===== src/assert_macros.svh =====
// ----------------------------------------------------------------------------
// assert_macros.svh
// Shared concurrent assertion macros, clocked on clk, disabled in reset.
// ----------------------------------------------------------------------------
`ifndef ASSERT_MACROS_SVH
`define ASSERT_MACROS_SVH

// prop must hold at every clock edge out of reset
`define ASSERT_ALWAYS(label, prop, msg) \
  label: assert property (@(posedge clk) disable iff (!rst_n) (prop)) else $error(msg);

// cond must never be true out of reset
`define ASSERT_NEVER(label, cond, msg) \
  label: assert property (@(posedge clk) disable iff (!rst_n) !(cond)) else $error(msg);

`endif


===== src/bpm_pkg.sv =====
// ----------------------------------------------------------------------------
// bpm_pkg
// Types and constants shared by the bracket pair matcher.
// ----------------------------------------------------------------------------
package bpm_pkg;

  localparam int STACK_DEPTH   = 32;
  localparam int POSITION_BITS = 16;
  localparam int STACK_IDX_W   = (STACK_DEPTH > 1) ? $clog2(STACK_DEPTH) : 1;
  localparam int STACK_CNT_W   = $clog2(STACK_DEPTH + 1);

  localparam int FIFO_DEPTH = 4;
  localparam int FIFO_PTR_W = $clog2(FIFO_DEPTH);
  localparam int FIFO_CNT_W = $clog2(FIFO_DEPTH + 1);

  localparam int ADDR_W = 3;
  localparam int DATA_W = 32;

  localparam logic REG_OPEN_CHAR  = 1'b0;
  localparam logic REG_CLOSE_CHAR = 1'b1;

  localparam logic [7:0] OPEN_CHAR_RST  = 8'd123;
  localparam logic [7:0] CLOSE_CHAR_RST = 8'd125;

  localparam logic [7:0] CH_BACKSLASH = 8'h5C;
  localparam logic [7:0] CH_SLASH     = 8'h2F;
  localparam logic [7:0] CH_NEWLINE   = 8'h0A;
  localparam logic [7:0] CH_DQUOTE    = 8'h22;
  localparam logic [7:0] CH_SQUOTE    = 8'h27;

  typedef enum logic [2:0] {
    ST_PAIR      = 3'd0,
    ST_STRAY     = 3'd1,
    ST_OVERFLOW  = 3'd2,
    ST_END_CLEAN = 3'd3,
    ST_END_ERROR = 3'd4
  } bpm_status_t;

  typedef struct packed {
    logic [7:0] text_byte;
    logic       end_of_text;
  } bpm_in_t;

  typedef struct packed {
    bpm_status_t              status;
    logic [POSITION_BITS-1:0] open_position;
    logic [POSITION_BITS-1:0] close_position;
    logic                     last_of_run;
  } bpm_out_t;

  // results produced by one character, in delivery order
  typedef struct packed {
    logic [1:0] count;
    bpm_out_t   first;
    bpm_out_t   second;
  } bpm_push_t;

endpackage


===== src/bpm_scan.sv =====
// ----------------------------------------------------------------------------
// bpm_scan
// Lexical state, position counter and open-position stack; turns one
// character into zero, one or two results.
// ----------------------------------------------------------------------------
module bpm_scan (
  input  logic             clk,
  input  logic             rst_n,
  input  logic             go,
  input  bpm_pkg::bpm_in_t item,
  input  logic [7:0]       open_char,
  input  logic [7:0]       close_char,
  output bpm_pkg::bpm_push_t push
);

  logic [bpm_pkg::POSITION_BITS-1:0] pos_r;
  logic [bpm_pkg::POSITION_BITS-1:0] stack_r [bpm_pkg::STACK_DEPTH];
  logic [bpm_pkg::STACK_CNT_W-1:0]   cnt_r, cnt_nxt, top_cnt;
  logic comment_r, comment_nxt;
  logic lit_r, lit_nxt;
  logic single_r, single_nxt;
  logic bs_odd_r, bs_odd_nxt;
  logic slash_r, slash_nxt;
  logic err_r, err_nxt;

  logic [7:0] c;
  logic       check, is_quote;
  logic       is_open, is_close, full, empty, do_push, do_pop, event_hit;
  bpm_pkg::bpm_out_t ev_res, end_res;

  assign c        = item.text_byte;
  assign is_quote = (c == bpm_pkg::CH_DQUOTE) || (c == bpm_pkg::CH_SQUOTE);
  assign top_cnt  = cnt_r - bpm_pkg::STACK_CNT_W'(1);

  always_comb begin
    check       = 1'b1;
    comment_nxt = comment_r;
    lit_nxt     = lit_r;
    single_nxt  = single_r;
    slash_nxt   = slash_r;
    bs_odd_nxt  = (c == bpm_pkg::CH_BACKSLASH) ? !bs_odd_r : 1'b0;
    priority if (comment_r) begin
      if (c == bpm_pkg::CH_NEWLINE) begin
        comment_nxt = 1'b0;
      end
      check = 1'b0;
    end else if (is_quote && !bs_odd_r) begin
      if (lit_r) begin
        if ((c == bpm_pkg::CH_SQUOTE) == single_r) begin
          lit_nxt = 1'b0;
        end
      end else begin
        lit_nxt    = 1'b1;
        single_nxt = (c == bpm_pkg::CH_SQUOTE);
      end
      slash_nxt = 1'b0;
    end else if (lit_r) begin
      check = 1'b0;
    end else if ((c == bpm_pkg::CH_SLASH) && slash_r) begin
      comment_nxt = 1'b1;
      slash_nxt   = 1'b0;
      check       = 1'b0;
    end else begin
      slash_nxt = (c == bpm_pkg::CH_SLASH);
    end
  end

  always_comb begin
    is_open   = check && (c == open_char);
    is_close  = check && !is_open && (c == close_char);
    full      = (cnt_r == bpm_pkg::STACK_CNT_W'(bpm_pkg::STACK_DEPTH));
    empty     = (cnt_r == '0);
    do_push   = is_open && !full;
    do_pop    = is_close && !empty;
    event_hit = (is_open && full) || is_close;

    cnt_nxt = cnt_r;
    if (do_push) begin
      cnt_nxt = cnt_r + bpm_pkg::STACK_CNT_W'(1);
    end else if (do_pop) begin
      cnt_nxt = top_cnt;
    end
    err_nxt = err_r || (is_open && full) || (is_close && empty);

    if (is_open) begin
      ev_res.status = bpm_pkg::ST_OVERFLOW;
    end else if (empty) begin
      ev_res.status = bpm_pkg::ST_STRAY;
    end else begin
      ev_res.status = bpm_pkg::ST_PAIR;
    end
    ev_res.open_position  = do_pop ? stack_r[top_cnt[bpm_pkg::STACK_IDX_W-1:0]] : '0;
    ev_res.close_position = pos_r;
    ev_res.last_of_run    = !item.end_of_text;

    end_res.status         = ((cnt_nxt == '0) && !err_nxt) ? bpm_pkg::ST_END_CLEAN
                                                           : bpm_pkg::ST_END_ERROR;
    end_res.open_position  = '0;
    end_res.close_position = pos_r;
    end_res.last_of_run    = 1'b1;

    push.first  = event_hit ? ev_res : end_res;
    push.second = end_res;
    if (!go) begin
      push.count = 2'd0;
    end else begin
      push.count = {1'b0, event_hit} + {1'b0, item.end_of_text};
    end
  end

  always_ff @(posedge clk) begin
    if (go && do_push) begin
      stack_r[cnt_r[bpm_pkg::STACK_IDX_W-1:0]] <= pos_r;
    end
  end

  always_ff @(posedge clk) begin
    if (!rst_n) begin
      pos_r     <= '0;
      cnt_r     <= '0;
      comment_r <= 1'b0;
      lit_r     <= 1'b0;
      single_r  <= 1'b0;
      bs_odd_r  <= 1'b0;
      slash_r   <= 1'b0;
      err_r     <= 1'b0;
    end else if (go) begin
      if (item.end_of_text) begin
        pos_r     <= '0;
        cnt_r     <= '0;
        comment_r <= 1'b0;
        lit_r     <= 1'b0;
        single_r  <= 1'b0;
        bs_odd_r  <= 1'b0;
        slash_r   <= 1'b0;
        err_r     <= 1'b0;
      end else begin
        pos_r     <= pos_r + bpm_pkg::POSITION_BITS'(1);
        cnt_r     <= cnt_nxt;
        comment_r <= comment_nxt;
        lit_r     <= lit_nxt;
        single_r  <= single_nxt;
        bs_odd_r  <= bs_odd_nxt;
        slash_r   <= slash_nxt;
        err_r     <= err_nxt;
      end
    end
  end

endmodule


===== src/bracket_pair_matcher_unit.sv =====
// ----------------------------------------------------------------------------
// bracket_pair_matcher_unit
// Streams source text, skips comments and quoted literals, and reports
// matched bracket pairs, stray closes, overflow and an end status.
//
//   channel | direction | handshake            | payload
//   in_     | in        | in_valid / in_ready  | bpm_in_t  (one character)
//   out_    | out       | out_valid/out_ready  | bpm_out_t (one result)
//   cfg     | in        | APB psel/penable     | open_char, close_char
//
// One character per cycle while there is room; an accepted character is
// scanned from the input register once two buffer slots are free, and its
// results enter the buffer at the edge that ends that scan.
// Results queue in a 4-entry buffer; input stalls when fewer than 2 slots
// are free, so throughput falls below one per cycle only when the output
// side stalls or characters average more than one result.
// Synchronous reset; no clearing pass.
// ----------------------------------------------------------------------------
`include "assert_macros.svh"

module bracket_pair_matcher_unit (
  input  logic                          clk,
  input  logic                          rst_n,
  input  logic                          in_valid,
  output logic                          in_ready,
  input  bpm_pkg::bpm_in_t              in_data,
  output logic                          out_valid,
  input  logic                          out_ready,
  output bpm_pkg::bpm_out_t             out_data,
  input  logic                          psel,
  input  logic                          penable,
  input  logic                          pwrite,
  input  logic [bpm_pkg::ADDR_W-1:0]    paddr,
  input  logic [bpm_pkg::DATA_W-1:0]    pwdata,
  output logic [bpm_pkg::DATA_W-1:0]    prdata,
  output logic                          pready
);

  logic [7:0] open_char_r, close_char_r;
  logic       s1_v_r, s1_v_nxt;
  bpm_pkg::bpm_in_t   s1_item_r;
  bpm_pkg::bpm_push_t push;
  bpm_pkg::bpm_out_t  fifo_r [bpm_pkg::FIFO_DEPTH];
  logic [bpm_pkg::FIFO_PTR_W-1:0] wr_ptr_r, rd_ptr_r;
  logic [bpm_pkg::FIFO_CNT_W-1:0] fifo_cnt_r, fifo_cnt_nxt;
  logic room, scan_go, in_fire, out_fire, cfg_wr;

  // config port
  assign pready = 1'b1;
  assign cfg_wr = psel && penable && pwrite && pready;
  assign prdata = (paddr[2] == bpm_pkg::REG_CLOSE_CHAR) ? {24'd0, close_char_r}
                                                        : {24'd0, open_char_r};

  always_ff @(posedge clk) begin
    if (!rst_n) begin
      open_char_r  <= bpm_pkg::OPEN_CHAR_RST;
      close_char_r <= bpm_pkg::CLOSE_CHAR_RST;
    end else if (cfg_wr) begin
      if (paddr[2] == bpm_pkg::REG_CLOSE_CHAR) begin
        close_char_r <= pwdata[7:0];
      end else begin
        open_char_r <= pwdata[7:0];
      end
    end
  end

  // input register
  assign room     = (fifo_cnt_r <= bpm_pkg::FIFO_CNT_W'(bpm_pkg::FIFO_DEPTH - 2));
  assign scan_go  = s1_v_r && room;
  assign in_ready = !s1_v_r || room;
  assign in_fire  = in_valid && in_ready;

  always_comb begin
    s1_v_nxt = s1_v_r;
    if (in_fire) begin
      s1_v_nxt = 1'b1;
    end else if (scan_go) begin
      s1_v_nxt = 1'b0;
    end
  end

  always_ff @(posedge clk) begin
    if (!rst_n) begin
      s1_v_r <= 1'b0;
    end else begin
      s1_v_r <= s1_v_nxt;
    end
  end

  always_ff @(posedge clk) begin
    if (in_fire) begin
      s1_item_r <= in_data;
    end
  end

  bpm_scan u_scan (
    .clk        (clk),
    .rst_n      (rst_n),
    .go         (scan_go),
    .item       (s1_item_r),
    .open_char  (open_char_r),
    .close_char (close_char_r),
    .push       (push)
  );

  // result buffer
  assign out_valid = (fifo_cnt_r != '0);
  assign out_data  = fifo_r[rd_ptr_r];
  assign out_fire  = out_valid && out_ready;
  assign fifo_cnt_nxt = fifo_cnt_r + bpm_pkg::FIFO_CNT_W'(push.count)
                        - bpm_pkg::FIFO_CNT_W'(out_fire);

  always_ff @(posedge clk) begin
    if (push.count != 2'd0) begin
      fifo_r[wr_ptr_r] <= push.first;
    end
    if (push.count == 2'd2) begin
      fifo_r[wr_ptr_r + bpm_pkg::FIFO_PTR_W'(1)] <= push.second;
    end
  end

  always_ff @(posedge clk) begin
    if (!rst_n) begin
      wr_ptr_r   <= '0;
      rd_ptr_r   <= '0;
      fifo_cnt_r <= '0;
    end else begin
      wr_ptr_r   <= wr_ptr_r + bpm_pkg::FIFO_PTR_W'(push.count);
      rd_ptr_r   <= rd_ptr_r + bpm_pkg::FIFO_PTR_W'(out_fire);
      fifo_cnt_r <= fifo_cnt_nxt;
    end
  end

  `ASSERT_NEVER(a_fifo_bound, fifo_cnt_r > bpm_pkg::FIFO_CNT_W'(bpm_pkg::FIFO_DEPTH), "overrun")
  `ASSERT_ALWAYS(a_push_room, (push.count != 2'd0) |-> room, "push without two free slots")
  `ASSERT_ALWAYS(a_end_result, (scan_go && s1_item_r.end_of_text) |=> out_valid, "no end result")

endmodule

===== config.mk =====
export PLATFORM = sky130hd
export DESIGN_NAME = bracket_pair_matcher_unit
export DESIGN_NICKNAME = d
export VERILOG_FILES = /design/src/bpm_pkg.sv /design/src/bpm_scan.sv /design/src/bracket_pair_matcher_unit.sv
export VERILOG_INCLUDE_DIRS = /design/src /design/src/src
export SDC_FILE = /design/constraint.sdc
export NUM_CORES = 1
export LEC_CHECK = 0
export BUFFER_PORTS_ARGS = -buffer_cell sky130_fd_sc_hd__buf_4
export CORE_MARGIN = 2
export CORE_UTILIZATION = 48
export DETAILED_ROUTE_END_ITERATION = 12
export PLACE_DENSITY = 0.67
export RECOVER_POWER = 50
export SLEW_MARGIN = 10
export SYNTH_ARGS = -nofsm -noshare
export SYNTH_HDL_FRONTEND = slang
export SYNTH_SLANG_ARGS = --single-unit
export TNS_END_PERCENT = 5

===== constraint.sdc =====
create_clock -name clk -period 9.4 [get_ports clk]
set_input_delay 1.88 -clock clk [delete_from_list [all_inputs] [get_ports clk]]
set_output_delay 1.88 -clock clk [all_outputs]
set_load 0.005 [all_outputs]

==> impl_metrics.csv <==
group,metric,value,unit
worst_setup_path,worst-setup-path-type,"reg -> reg",
drt,drt-total-wl,65140,um
timing,slew-limit-headroom,-0.4199,
worst_setup_path,cp-end-kind,"register",
layout,n_antenna_cell,0,
clock_tree,clock_latency,610,ps
synthesis,synth_cell_types,71,
worst_setup_path,arrival,6390,ps
synthesis,ys.warnings.count,0,
timing,worst_clock_skew,20.86,ps
clock_tree,cts_hold_buf,0,
synthesis,async_flop_share,0,
floorplanning,die_area,0.06271,mm^2
drt,via_per_inst,6.005,
grt,grt_overflow,0,
synthesis,synth-seq-area-share,0.6975,
worst_setup_path,start_kind,"register",
floorplanning,die_h,250.4,um
synthesis,syn-cell-area,0.02915,mm^2
synthesis,syn_inst,1613,
power,ir_worst_vdd,0.0001380,V
clock_tree,cts-root-buf,"clkbuf_16",
layout,syn_to_final_growth,12.74,%
power,p_leak,10.31,nW
timing,rsz0062_at_grt,"no",
grt,antenna_found_initial,0,
clock_tree,cts_resized,0,
drt,drt-initial-drc-count,1579,
timing,finalSetupViolations,0,
grt,grt_max_degree,92,
drt,num_vias,15420,
grt,grt.met2_usage,0.3306,
clock_tree,cts_buffers,72,
placement,dp_hpwl,37260,um
clock_tree,clkSinkCount,717,
worst_setup_path,crit_fanout,55,
layout,fin_nets,1794,
hold_path,whs_path_depth,2,
timing,max_freq,169.7,MHz
grt,grt_pass1_wl,97820,um
drt,route.detailed.drc,0,
run_status,status,"complete, but fails checks",
layout,drive_above_1_share,0.2459,
floorplanning,row_count,90,
timing,tightestPinTransition,2130,ps
grt,grt_util_all_layers,0.2110,
floorplanning,num_io_pins,122,
layout,layout_commonest_cell,"edfxtp_1",
placement,pre_cts_ws,4540,ps
floorplanning,fp.dieW,250.4,um
grt,gr-usage-met3,0.04302,
drt,wl_per_cell,25.38,um
power,p_per_area,199.7,mW/mm^2
floorplanning,start_util,0.4838,
grt,grt_pass1_vias,15490,
placement,place_congestion,0.8226,
drt,ant_nets,0,
placement,portBuffers,70,
clock_tree,ctsLongestPathBuffers,3,
grt,grt.busiest_layer,"met2",
flow_run,maxCapViolations,14,
timing,finalCriticalPeriod,5893,ps
synthesis,synth_seq_cells,717,
timing,worst_slack,3507,ps
worst_setup_path,required,9900,ps
timing,maxSlewViolCount,533,
synthesis,synth_area_per_cell,18.07,um^2
run_status,violations,"max-capacitance violations, max-slew violations",
hold_path,hold_class,"reg -> reg",
synthesis,ys.flop_type,"edfxtp_1",
worst_setup_path,reg2reg_depth,8,
layout,final_cell_mix,"edfxtp_1 (597), mux4_2 (196), dfxtp_1 (117), buf_4 (97), nor2_1 (81)",
floorplanning,core,0.06025,mm^2
clock_tree,cts_setup_buffers,0,
clock_tree,path_clk_slew,60,ps
clock_tree,h-tree-depth,3,
clock_tree,cts_tree,"built",
grt,met1_usage,0.3001,
drt,drt_pre_antenna_iters,5,
timing,totalNegativeSetupSlack,0,ps
synthesis,synth_edf_count,597,
timing,final.period_utilization,0.6269,
timing,hold_violations,0,
-- worst max-delay path, stage by stage (launching register included) --
cell and delay (ps):
dfxtp_4 930, inv_1 320, ha_1 1830, buf_4 880, mux4_2 420, mux4_2 560, mux2i_1 380, nor2_1 150
a22o_1 230
-- power breakdown --
| part | total [mW] | leakage (nW) | internal [mW] | switching (mW) |
|---|---|---|---|---|
| Sequential | 3.46 | 6.29 | 3.43 | 0.0336 |
| Combinational | 0.315 | 2.92 | 0.162 | 0.153 |
| Clock | 2.79 | 1.10 | 1.63 | 1.16 |
| Total | 6.56 | 10.3 | 5.21 | 1.35 |
-- registers in the layout, indices dropped and copies added, names as in the netlist --
name / flops
rd_ptr_r: 2
fifo_r: 144
u_scan.comment_r: 1
wr_ptr_r: 2
u_scan.single_r: 1
s1_item_r: 9
u_scan.err_r: 1
fifo_cnt_r: 3
u_scan.cnt_r: 6
s1_v_r: 1
u_scan.stack_r: 512
open_char_r: 8
u_scan.bs_odd_r: 1
u_scan.pos_r: 16
u_scan.lit_r: 1
close_char_r: 8
u_scan.slash_r: 1
-- synthesized netlist by cell type (5+ instances only) --
master | instances | area, um^2
nor2b_1 | 5 | 31.28
nand4_1 | 15 | 93.84
mux2_2 | 8 | 90.09
buf_1 | 9 | 33.78
a41o_1 | 5 | 50.05
nor4_1 | 7 | 43.79
or3_1 | 10 | 62.56
nor2_1 | 91 | 341.6
dfxtp_1 | 120 | 2402
a22o_1 | 64 | 560.5
a32o_1 | 5 | 50.05
xor2_1 | 10 | 87.58
nand3_1 | 24 | 120.1
nand2_1 | 59 | 221.5
o21ai_0 | 19 | 95.09
buf_2 | 21 | 105.1
ha_1 | 11 | 137.6
edfxtp_1 | 597 | 17930
nand2b_1 | 6 | 37.54
mux2i_1 | 16 | 160.2
and2_1 | 78 | 488.0
a21boi_0 | 13 | 97.59
and3_1 | 5 | 31.28
buf_4 | 28 | 210.2
nor3_1 | 13 | 65.06
inv_1 | 17 | 63.81
clkbuf_1 | 50 | 187.7
xnor2_1 | 23 | 201.4
mux4_2 | 196 | 4414
a21oi_1 | 18 | 90.09
-- per-layer routing --
metal,up-vias,part of all wire
li1,6656,-
met4,0,0.026
met2,596,0.48
met5,-,0
met3,109,0.071
met1,8054,0.42
-- logic make-up (layout without fill, tap and decap cells) --
family	after synthesis	count (layout)	share of synthesized area
flip-flops	717	717	0.6975
adder cells (fa/ha/maj)	12	12	0.005409
multiplexers	220	220	0.1600
other	2	25	0.0002577
buffers and inverters	129	278	0.02215
XOR/XNOR	36	36	0.01159
AO/OA/AOI/OAI	162	162	0.04301
AND/OR/NAND/NOR	335	335	0.06010
-- metrics by stage --
stage	hold slack [ps]	total power [mW]	util	instance area (um^2)	cells
final	473.8	6.561	0.5455	32860	2567
after global routing	489.0	6.772	0.5455	32860	2567
after CTS	477.5	6.622	0.5474	32980	2567
after detailed placement	460.0	3.853	0.5096	30700	2439
after global placement	456.6	3.848	0.5096	30700	2439
after floorplan	436.7	3.733	-	29230	1636
-- cell type report --
cell class,count,area (um^2)
sequential,717,20340
clock inverter,24,227.7
fill,4610,27380
tap,782,978.4
timing repair buffer,133,924.6
multi-input combinational,790,8283
clock buffer,104,2048
inverter,17,63.81
-- worst paths after layout --
check | startpoint | end | slack (ps)
min reg2reg | u_scan.slash_r$_SDFFE_PN0P_ | u_scan.slash_r$_SDFFE_PN0P_ | 470
max | u_scan.cnt_r[0]$_SDFFE_PN0P_ | fifo_r[2][32]$_SDFFE_PP0P_ | 3510
min | u_scan.slash_r$_SDFFE_PN0P_ | u_scan.slash_r$_SDFFE_PN0P_ | 470
max reg2reg | u_scan.cnt_r[0]$_SDFFE_PN0P_ | fifo_r[2][32]$_SDFFE_PP0P_ | 3510
Power figures use the tool's default switching activity.
